[config.mk]
export PLATFORM = sky130hd
export DESIGN_NAME = skhm_ram
export DESIGN_NICKNAME = d
export VERILOG_FILES = /design/src/rtl/core/skhm_ram.sv
export SDC_FILE = /design/constraint.sdc
export NUM_CORES = 1
export LEC_CHECK = 0
export BUFFER_PORTS_ARGS = -buffer_cell sky130_fd_sc_hd__buf_2
export CAP_MARGIN = 20
export CORE_UTILIZATION = 60
export CTS_CLUSTER_DIAMETER = 80
export DETAILED_ROUTE_END_ITERATION = 8
export GPL_TIMING_DRIVEN = 0
export PLACE_DENSITY = 0.78
export SYNTH_ARGS = -nofsm -noshare
export SYNTH_HDL_FRONTEND = slang
export SYNTH_SLANG_ARGS = --single-unit
[constraint.sdc]
create_clock -name clk -period 1.8 [get_ports clk]
set_clock_uncertainty 0.1 [all_clocks]
set_input_delay 0.09 -clock clk [delete_from_list [all_inputs] [get_ports clk]]
set_output_delay 0.09 -clock clk [all_outputs]
set_load 0.01 [all_outputs]
[src/rtl/core/skhm_ram.sv]
// ----------------------------------------------------------------------------
// skhm_ram
// Generic simple dual-port RAM, one write and one registered read port.
// ----------------------------------------------------------------------------
module skhm_ram #(
	parameter int WIDTH = 8,
	parameter int DEPTH = 16
) (
	input  logic                     clk,
	input  logic                     we,
	input  logic [$clog2(DEPTH)-1:0] waddr,
	input  logic [WIDTH-1:0]         wdata,
	input  logic [$clog2(DEPTH)-1:0] raddr,
	output logic [WIDTH-1:0]         rdata
);

	logic [WIDTH-1:0] mem_q [DEPTH];

	always_ff @(posedge clk) begin
		if (we) begin
			mem_q[waddr] <= wdata;
		end
		rdata <= mem_q[raddr];
	end

endmodule

# Yosys cells after proc, flatten, opt, wreduce, memory -nomap -nowiden
# Memories as Yosys holds them, arrays and structs flattened. A register that Yosys moved wholly into a read port is not among the register bits.
# Index checks and enable logic that the tools add are counted.
[classes]
muxes = 2
[op_table]
columns = ["operator", "n"]
rows = [
  ["$mux W1", 2],
]
[totals]
out_inout_bits = 8
ram_bits = 128
input_bits = 18
reg_bits = 0
n_memories = 1
[memory_table]
columns = ["memory", "depth", "word_bits", "read_ports", "rd_ports_with_merged_regs", "wr", "line_no", "source"]
rows = [
  ["mem_q", 16, 8, 1, 1, 1, "17", "logic [WIDTH-1:0] mem_q [DEPTH];"],
]

# Logic depth before layout (Yosys ltp)
[depth]
ltp_word = 2
mapped_depth = 5
ltp_nobuf = 3

# Least setup slack after synthesis
# Ideal clock, no wire load.
[synth_timing]
path_type = "input -> register"
from = "input waddr[2]"
to = "memory mem_q[0][0], enable pin"
setup_time_ns = 0.383
required_ns = 1.317
arrival_ns = 1.200
stages = 2
n_path_buf = 0
setup_slack_ns = 0.117
path_cell_list = "or3b_2 > nor3_1"
[synth_rtl]
columns = ["item", "line_no", "source"]
rows = [
  ["from (decl)", "11", "input logic [$clog2(DEPTH)-1:0] waddr,"],
  ["to (decl)", "17", ""],
]
# No word-level cell before the write port.

==> impl_metrics.csv <==
group,metric,value,unit
grt,grt.total_usage,0.253,
layout,final_cell_mix,"edfxtp_1, buf_2, mux4_2, a22oi_1, clkbuf_16",
detailed_routing,drt_iter0_drc,352,
worst_setup_path,r2r_end,"rdata[3]$_DFF_P_",
clocking,clockBufferDepth,2,
clocking,clk_pin_slew,0.06,ns
placed_design,gp_congestion,0.711,
detailed_routing,first_pass_iters,4,
sta,finalCritPeriodShare,0.913,
logic_synthesis,synth.ff_latch_count,136,
grt,grt.overflow.total,0,
clocking,numCtsBuffers,17,
logic_synthesis,synth_area_per_cell,22.5,um^2
power_and_ir_drop,power_density,1170,mW/mm^2
logic_synthesis,synthArstFlopShare,0,
worst_setup_path,cpLargestDelayFamily,"buffers and inverters",
layout,diodes,0,
logic_synthesis,synth_area_leaders,"edfxtp_1, mux4_2, mux4_1",
logic_synthesis,synth_top_cell_area_share,0.747,
worst_setup_path,path_max_fanout,10,
detailed_routing,drc,0,
worst_setup_path,setup.worst_path.start,"raddr[0]",
sta,final_max_slew_viol_count,0,
status,status,"complete, no violations",
clocking,cts_sinks,136,
sta,worstMarginPinSlew,0.831,ns
detailed_routing,ant_nets,0,
detailed_routing,num_vias,2571,
layout,final_common_cell,"edfxtp_1",
sta,finalHoldViolations,0,
detailed_routing,wl_per_cell,24.3,um
worst_setup_path,cp-end-kind,"register",
layout,nets,307,
worst_hold_path,hold_class,"in -> reg",
worst_setup_path,critical_path.max_stage_delay,0.57,ns
clocking,root_buffer,"clkbuf_8",
clocking,cts_resized,0,
worst_setup_path,critical_path_class,"in -> reg",
detailed_routing,viasPerCell,6.32,
logic_synthesis,postSynthCellCount,229,
floorplanning,fp.dieH,94.6,um
floorplanning,io_pins,26,
placed_design,place_inst,362,
floorplanning,dieArea,0.00895,mm^2
grt,grt_pass1_wl,14.9,mm
worst_setup_path,crit_end,"rdata[5]$_DFF_P_",
logic_synthesis,synth_top_area_cell,"edfxtp_1",
layout,drive_gt1_frac,0.285,
sta,setup_viol,0,
clocking,htree_levels,4,
power_and_ir_drop,power_leakage,2.08,nW
placed_design,io_buffers,24,
worst_setup_path,reg2reg_slack,0.30,ns
floorplanning,coreArea,0.00826,mm^2
worst_setup_path,critPathLaunchType,"input port",
worst_setup_path,crit_buf_inv,3,
worst_setup_path,r2r-start,"mem_q[5][3]$_DFFE_PP_",
sta,period_needed,1.64,ns
worst_setup_path,crit_required,2.08,ns
placed_design,dp_hpwl,5.93,mm
logic_synthesis,yosysWarnings,0,
floorplanning,initial_core_util,0.623,
clocking,cts_tree,"built",
layout,fin_cells,407,
worst_setup_path,cp.arrival,1.93,ns
flow_run,max_cap_violations,0,
power_and_ir_drop,irDropWorstVdd,0.715,mV
layout,num-fill-cells,456,
sta,fmax,0.608,GHz
floorplanning,num_rows,33,
power_and_ir_drop,report.power.total,0.00717,W
sta,rsz0062_at_grt,"no",
worst_setup_path,worst_path_max_delay_cell,"mux4_2",
grt,antenna_found_initial,0,
logic_synthesis,synth_flop_cell,"edfxtp_1",
layout,final_util,0.740,
worst_setup_path,cp.depth,6,
grt,grt_max_degree,17,
worst_setup_path,rr_worst_depth,3,
logic_synthesis,synth_cell_type_count,19,
layout,syn_to_final_growth,18.8,%
clocking,clk_latency,0.51,ns
worst_setup_path,crit_chain,"dlygate4sd3_1, buf_6, buf_4, mux4_2, a22oi_1, nand2_1",
logic_synthesis,ys_seq_area_frac,0.778,
logic_synthesis,synth_edf_count,128,
detailed_routing,wl,9.90,mm
logic_synthesis,synthesis.nets,247,
grt,grt_pass1_vias,2476,
logic_synthesis,synth.cell_area,0.00515,mm^2
floorplanning,die_x,94.6,um
sta,slew_headroom,0.444,
-- per-stage QoR --
stage               hold slack [ns]  setup slack, ns  instance area (um^2)  TNS, ns
global placement              0.382           -0.415                  5400    -5.90
CTS                          0.0136            0.122                  6110        0
detailed placement            0.384          -0.0623                  5420    -1.04
global route                 0.0245           0.0948                  6110        0
floorplan                    0.0889            0.117                  5150        0
finish                       0.0240            0.156                  6110        0
-- worst min-delay path by stage --
stage               cells past startpoint                     to             start
floorplan                               0  mem_q[0][0]$_DFFE_PP_          wdata[0]
global placement                        1  mem_q[2][0]$_DFFE_PP_          wdata[0]
detailed placement                      1               rdata[3]  rdata[3]$_DFF_P_
CTS                                     4       rdata[0]$_DFF_P_          raddr[3]
global route                            4       rdata[0]$_DFF_P_          raddr[3]
finish                                  4       rdata[0]$_DFF_P_          raddr[3]
-- power breakdown --
| group | internal (W) | switching (W) |
|---|---|---|
| Sequential | 0.00354 | 0.0000175 |
| Clock | 0.00200 | 0.00125 |
| Combinational | 0.000159 | 0.000204 |
| Total | 0.00570 | 0.00147 |
-- per-layer routing --
metal / vias up / track usage / wire, um
li1: 1097 / - / -
met1: 1323 / 0.373 / 4220
met2: 135 / 0.365 / 4780
met3: 16 / 0.0676 / 744
met4: 0 / 0.106 / 151
met5: - / 0 / 0
-- repair_timing --
action	4_1_cts	5_1_grt
hold buffers	13	0
buffers inserted	0	0
hold endpoints to repair	141	0
-- state kept, by name, indices dropped and copies added (netlist names) --
signal  cells
mem_q     128
rdata       8
-- tightest hold or removal path, stage by stage --
cell and delay [ns]:
buf_2 0.10, nor2_1 0.13, a22oi_1 0.20, nand2_1 0.07
-- layout make-up --
cell class	count	area, um^2	share of cell area
clock buffers	20	435	0.0712
flip-flops and latches	136	4000	0.655
plain buffers	10	86.3	0.0141
clock inverters	12	126	0.0207
multi-input cells	83	1060	0.173
well taps	105	131	0.0215
repair buffers	41	273	0.0446
-- Yosys cell counts (2+ instances only) --
library cell     count
dfxtp_1              8
buf_6                3
mux4_2              18
nor2_1              13
a22oi_1             16
nand2_1              9
clkdlybuf4s25_2      3
mux4_1              14
nand2b_1             2
buf_2                3
edfxtp_1           128
nor3_1               4
nand3b_1             2
-- logic make-up after synthesis --
logic type / after synthesis / synth area share
buf+inv: 10 / 0.0168
flops: 136 / 0.778
simple gates: 35 / 0.0318
compound gates: 16 / 0.0233
mux: 32 / 0.150
No activity file was read; power rests on OpenSTA's default activity.
