File: src/rtl/core/skhm_pkg.sv
// ----------------------------------------------------------------------------
// skhm_pkg
// Types and constants shared by the string key hash map.
// ----------------------------------------------------------------------------
package skhm_pkg;

	localparam logic [63:0] HASH_INIT = 64'h100;
	localparam logic [63:0] HASH_MUL  = 64'd1111111111111111111;
	localparam int          HASH_STEPS = 4;   // 16-bit multiplier chunks per byte

	typedef enum logic [2:0] {
		ST_INSERTED  = 3'd0,
		ST_REPLACED  = 3'd1,
		ST_FOUND     = 3'd2,
		ST_NOT_FOUND = 3'd3,
		ST_FULL      = 3'd4,
		ST_TOO_LONG  = 3'd5
	} status_t;

	localparam logic FUNC_GET = 1'b0;
	localparam logic FUNC_SET = 1'b1;

	typedef struct packed {
		logic [7:0]  key_byte;
		logic        func;
		logic [31:0] value;
	} req_item_t;

	typedef struct packed {
		status_t     status;
		logic [31:0] found_value;
	} rsp_item_t;

	typedef struct packed {
		logic       start;
		logic       clear;
		logic [7:0] data;
	} hash_cmd_t;

endpackage

File: src/rtl/core/skhm_hash.sv
// ----------------------------------------------------------------------------
// skhm_hash
// Running xor-multiply hash, one 64x16 partial product per cycle.
// ----------------------------------------------------------------------------
module skhm_hash import skhm_pkg::*; (
	input  logic        clk,
	input  logic        arst_n,
	input  hash_cmd_t   cmd,
	output logic        done,
	output logic [63:0] hash
);

	logic [63:0] h_q, xs_q, acc_q, prod;
	logic [1:0]  k_q;
	logic        busy_q, done_q;
	logic [15:0] chunk;

	assign chunk = HASH_MUL[{k_q, 4'b0000} +: 16];
	assign prod  = xs_q * {48'h0, chunk};
	assign done  = done_q;
	assign hash  = h_q;

	always_ff @(posedge clk or negedge arst_n) begin
		if (!arst_n) begin
			h_q    <= HASH_INIT;
			busy_q <= 1'b0;
			done_q <= 1'b0;
			k_q    <= '0;
			xs_q   <= '0;
			acc_q  <= '0;
		end else begin
			done_q <= 1'b0;
			if (busy_q) begin
				acc_q <= acc_q + prod;
				xs_q  <= xs_q << 16;
				k_q   <= k_q + 2'd1;
				if (k_q == 2'(HASH_STEPS - 1)) begin
					h_q    <= acc_q + prod;
					busy_q <= 1'b0;
					done_q <= 1'b1;
				end
			end else if (cmd.start) begin
				xs_q   <= h_q ^ {56'h0, cmd.data};
				acc_q  <= '0;
				k_q    <= '0;
				busy_q <= 1'b1;
			end else if (cmd.clear) begin
				h_q <= HASH_INIT;
			end
		end
	end

endmodule

File: config.mk
export PLATFORM = sky130hd
export DESIGN_NAME = skhm_hash
export DESIGN_NICKNAME = d
export VERILOG_FILES = /design/src/rtl/core/skhm_pkg.sv /design/src/rtl/core/skhm_hash.sv
export SDC_FILE = /design/constraint.sdc
export NUM_CORES = 2
export LEC_CHECK = 0
export ABC_AREA = 1
export BUFFER_PORTS_ARGS = -buffer_cell sky130_fd_sc_hd__buf_2
export CAP_MARGIN = 20
export CORE_MARGIN = 2
export CORE_UTILIZATION = 30
export DETAILED_ROUTE_END_ITERATION = 8
export HOLD_SLACK_MARGIN = 0.15
export PLACE_DENSITY_LB_ADDON = 0.08
export SYNTH_ARGS = -nofsm -noshare
export SYNTH_HDL_FRONTEND = slang
export SYNTH_SLANG_ARGS = --single-unit
File: constraint.sdc
create_clock -name clk -period 9.06 [get_ports clk]
set_input_delay 0.906 -clock clk [delete_from_list [all_inputs] [get_ports clk]]
set_output_delay 0.906 -clock clk [all_outputs]
set_load 0.01 [all_outputs]
Word-level counts from Yosys, hierarchy flattened
Index checks and enable logic that the tools add are counted.

Logic and storage cells: 32. ROM bits: 0. Memories: 0. Bits in registers: 196. Output and inout port bits: 65. Latch bits: 0. Memory bits (writable): 0.

Muxes and demuxes: 15. Shift operators: 1. $lt $le $gt $ge: 0. Div/mod/pow operators: 0. $add $sub $neg: 2. Bitwise gates (word level): 1. Multiply operators: 1. Reductions and logical operators: 3. Equal/unequal tests: 3.

Operator list (number): 64-bit two-way mux (8); 64-bit adder (1); 64-bit by 16-bit multiplier with 64-bit output (1); 64-bit by 7-bit indexed part select with 16-bit output (first input constant) (1); 64-bit by 8-bit bitwise XOR with 64-bit output (1); 1-bit two-way mux (5); 2-bit two-way mux (2); 2-bit by 1-bit != test with 1-bit output (second input constant) (2); 2-bit nonzero test (2); 3-bit AND reduction (1); 2-bit by 1-bit adder with 2-bit output (second input constant) (1); 2-bit equality test (second input constant) (1).

Logic depth before layout (Yosys ltp)
Word-level depth: 5. Gate-level depth with buffers: 34.

Worst setup path before layout
Ideal clock, no wire load.

Kind: reg-to-reg. Start point: register k_q[1]. End point: register acc_q[61]. Setup slack: 2.647 ns. Stages on the path, launching flop included: 31. Arrival: 6.282 ns. Path buffers: 4. Library setup time: 0.131 ns. Cell sequence: dfrtp_1 buf_2 clkbuf_1 clkbuf_1 inv_1 ha_1 nor2_4 buf_1 nor2_1 fa_1 inv_1 fa_1 inv_1 fa_1 fa_1 fa_1 inv_1 fa_1 inv_1 ha_1 nand2_1 inv_1 nand2_1 nand2_1 a21oi_2 nand2b_1 nand3_1 nand2_1 nand3_1 nand3_1 o21ai_0.

Longest elaborated chain between the ends: 4.

RTL lines: from (decl) (RTL line skhm_hash.sv:14) `logic [1:0] k_q;`; from (signal assigned) (RTL line skhm_hash.sv:36) `k_q <= k_q + 2'd1;`; 64-bit by 7-bit indexed part select with 16-bit output (RTL line skhm_hash.sv:18) `assign chunk = HASH_MUL[{k_q, 4'b0000} +: 16];`; 64-bit by 16-bit multiplier with 64-bit output (RTL line skhm_hash.sv:19) `assign prod = xs_q * {48'h0, chunk};`; 64-bit adder (RTL line skhm_hash.sv:34) `acc_q <= acc_q + prod;`; 64-bit two-way mux (RTL line skhm_hash.sv:33) `if (busy_q) begin`; to (signal assigned) (RTL line skhm_hash.sv:34); to (decl) (RTL line skhm_hash.sv:13) `logic [63:0] h_q, xs_q, acc_q, prod;`.

Every way passes these cells. A chain may end at the register's enable or synchronous reset.

Worst setup path after layout
Start point: register k_q[1]. End point: register acc_q[48].

The elaborated chain is that of the path after synthesis.

==> results.sh <==
export IMPL_worstPathArrival_ns=8.00
export IMPL_grt_max_degree=72
export IMPL_wl_per_cell_um=22.5
export IMPL_cts_tree="built"
export IMPL_syn_area_mm2=0.0343
export IMPL_critical_path_class="flop to flop"
export IMPL_synth_cell_types=44
export IMPL_worstMarginPinSlew_ns=0.978
export IMPL_busiest_layer="met2"
export IMPL_post_cts_buffers=0
export IMPL_gp_congestion=0.933
export IMPL_drtIter0Drc=1681
export IMPL_status="completed"
export IMPL_chipHeight_um=342
export IMPL_drc=0
export IMPL_synthArstFlopShare=1.00
export IMPL_vias=26600
export IMPL_slew_headroom=0.347
export IMPL_ff2ff_setup_slack_ns=1.45
export IMPL_row_count=124
export IMPL_synth_top_area_share=0.378
export IMPL_regArea_mm2=0.00491
export IMPL_hold_viol=0
export IMPL_synth_warnings=0
export IMPL_maxCapViolCount=0
export IMPL_syn_to_final_growth_pct=7.99
export IMPL_clock_latency_ns=0.54
export IMPL_synth_ff_type="dfrtp_1"
export IMPL_synth_most_common_cell="inv_1"
export IMPL_dpl_hpwl_um=111000
export IMPL_rr_startpoint="k_q[1]$_DFFE_PN0P_"
export IMPL_start_util=0.301
export IMPL_worstSetupEndpointType="flop"
export IMPL_postSynthCellCount=4234
export IMPL_syn_area_per_cell_um2=8.11
export IMPL_final_nets=5183
export IMPL_cp_start_kind="flop"
export IMPL_cts_hold_buffers=0
export IMPL_clock_skew_ns=0.0298
export IMPL_clock_path_buffers=2
export IMPL_regToRegEndpoint="acc_q[48]$_DFFE_PN0P_"
export IMPL_drv_slew=0
export IMPL_antenna_found_initial=0
export IMPL_num_io_pins=77
export IMPL_via_per_inst=4.60
export IMPL_grt_pass1_vias=28800
export IMPL_fill_cells=12600
export IMPL_grt_pass1_wl_um=194000
export IMPL_portBuffers=76
export IMPL_multi_input_area_mm2=0.0240
export IMPL_synth_area_leaders="fa_1 38%, inv_1 14%, dfrtp_1 14%, ha_1 9.7%, nand2_1 6.3%"
export IMPL_drive_gt1_frac=0.0504
export IMPL_clkTransAtPathRegs_ns=0.09
export IMPL_core_area_mm2=0.114
export IMPL_synthTopCellsByCount="1325 x inv_1, 648 x fa_1, 579 x nand2_1"
export IMPL_die_area_mm2=0.117
export IMPL_h_tree_depth=4
export IMPL_synth_seq_cells=196
export IMPL_grt_overflow=0
export IMPL_synth_top_cell_by_area="fa_1"
export IMPL_clock_sinks=196
export IMPL_rsz0062_at_grt="no"
export IMPL_antenna_left=0
export IMPL_worstHoldPathType="input port to async pin"
export IMPL_die_width_um=342
export IMPL_fmax_ghz=0.131
export IMPL_globalRouteMet1Util=0.317
export IMPL_clock_root_buffer="clkbuf_16"
export IMPL_grt_use_met3=0.0174
export IMPL_yosysSeqAreaShare=0.143
export IMPL_synth_nets=5161
export IMPL_numCtsBuffers=17
export IMPL_wirelength_um=130000
export IMPL_final_setup_viol_count=0
export IMPL_cts_resized=0
export IMPL_grt_usage=0.228
export IMPL_fin_crit_sh=0.840
export IMPL_setup_tns_final_ns=0
export IMPL_synth_edf_count=0
export IMPL_worstPathRequired_ns=9.45
export IMPL_min_period_ns=7.61
export IMPL_drt_pass1_iter_count=5
export IMPL_reg2regPathDepth=23
export IMPL_crit_fanout=24
export IMPL_use_met2=0.387
[kinds of logic after synthesis]
kind of cell / Yosys count / share of synthesized area
buf+inv: 1433 / 0.158
simple gates: 1149 / 0.139
fa+ha+maj: 915 / 0.475
compound gates: 531 / 0.0823
flops: 196 / 0.143
xor+xnor: 10 / 0.00255
[layer usage]
metal / share of wire / routed length, um
met5: 0 / 0
met4: 0.022 / 2870
met3: 0.027 / 3560
met2: 0.49 / 63200
met1: 0.46 / 60200
[cell usage in the layout (no fill, tap or decap), types with 13 or more instances in the layout]
| cell | instances |
|---|---|
| a21oi_1 | 193 |
| ha_1 | 264 |
| nand3_1 | 115 |
| buf_2 | 75 |
| nor2_1 | 348 |
| nand2_2 | 13 |
| nand2_1 | 579 |
| dfrtp_1 | 192 |
| clkbuf_16 | 17 |
| fa_1 | 648 |
| buf_4 | 22 |
| nor2_2 | 18 |
| nand4_1 | 34 |
| o21ai_1 | 35 |
| o21ai_0 | 243 |
| inv_1 | 1324 |
| o21bai_1 | 18 |
[worst max-delay path, cell delays in order (launching register included)]
cell and delay (ns):
dfrtp_4 0.62, inv_1 0.14, ha_1 0.25, nor2_4 0.74, buf_4 0.40, nor2_1 0.12, fa_1 0.49, fa_1 0.58
fa_1 0.43, fa_1 0.46, fa_1 0.49, inv_1 0.05, fa_1 0.52, inv_1 0.05, ha_1 0.45, nand2_2 0.11
nor2_2 0.19, nand2_1 0.25, nor2_1 0.45, o21bai_1 0.15, nand3_1 0.09, nand2_1 0.05, nand3_1 0.19, o21ai_0 0.14
[worst max path at each step]
stage                       start                     to  slack (ns)  cells past startpoint
6_report       k_q[1]$_DFFE_PN0P_  acc_q[48]$_DFFE_PN0P_        1.45                     23
5_1_grt        k_q[1]$_DFFE_PN0P_  acc_q[47]$_DFFE_PN0P_        1.19                     24
4_1_cts        k_q[1]$_DFFE_PN0P_   hash[43]$_DFFE_PN0P_        1.50                     23
3_5_place_dp   k_q[1]$_DFFE_PN0P_  acc_q[54]$_DFFE_PN0P_        1.55                     24
3_3_place_gp   k_q[1]$_DFFE_PN0P_  acc_q[54]$_DFFE_PN0P_        1.49                     27
2_1_floorplan  k_q[1]$_DFFE_PN0P_  acc_q[61]$_DFFE_PN0P_        2.65                     30
[final cells by class]
type,count,area share
Multi-Input combinational cell,2605,0.648
Clock buffer,18,0.0116
Clock inverter,14,0.00398
Antenna cell,1,0.0000675
Tap cell,1512,0.0510
Inverter,1334,0.135
Sequential cell,196,0.133
Timing Repair Buffer,102,0.0171
[sequential cells by signal, summed over array words and instances (netlist names)]
register and count:
acc_q 64, busy_q 1, done 1, hash 64, k_q 2, xs_q 64
[stage by stage]
step           utilization  std cells  area [um2]  hold slack (ns)  setup slack [ns]
6_report             0.325       5782       37100            0.327              1.45
5_1_grt              0.325       5781       37100            0.338              1.19
4_1_cts              0.325       5781       37100            0.316              1.50
3_5_place_dp         0.320       5749       36500            0.490              1.55
3_3_place_gp         0.320       5749       36500            0.490              1.49
2_1_floorplan            -       4234       34300            0.459              2.65
Power is left out: the tool's default activity adds up to more than one toggle a clock period on the data nets, which glitch-free logic cannot reach.
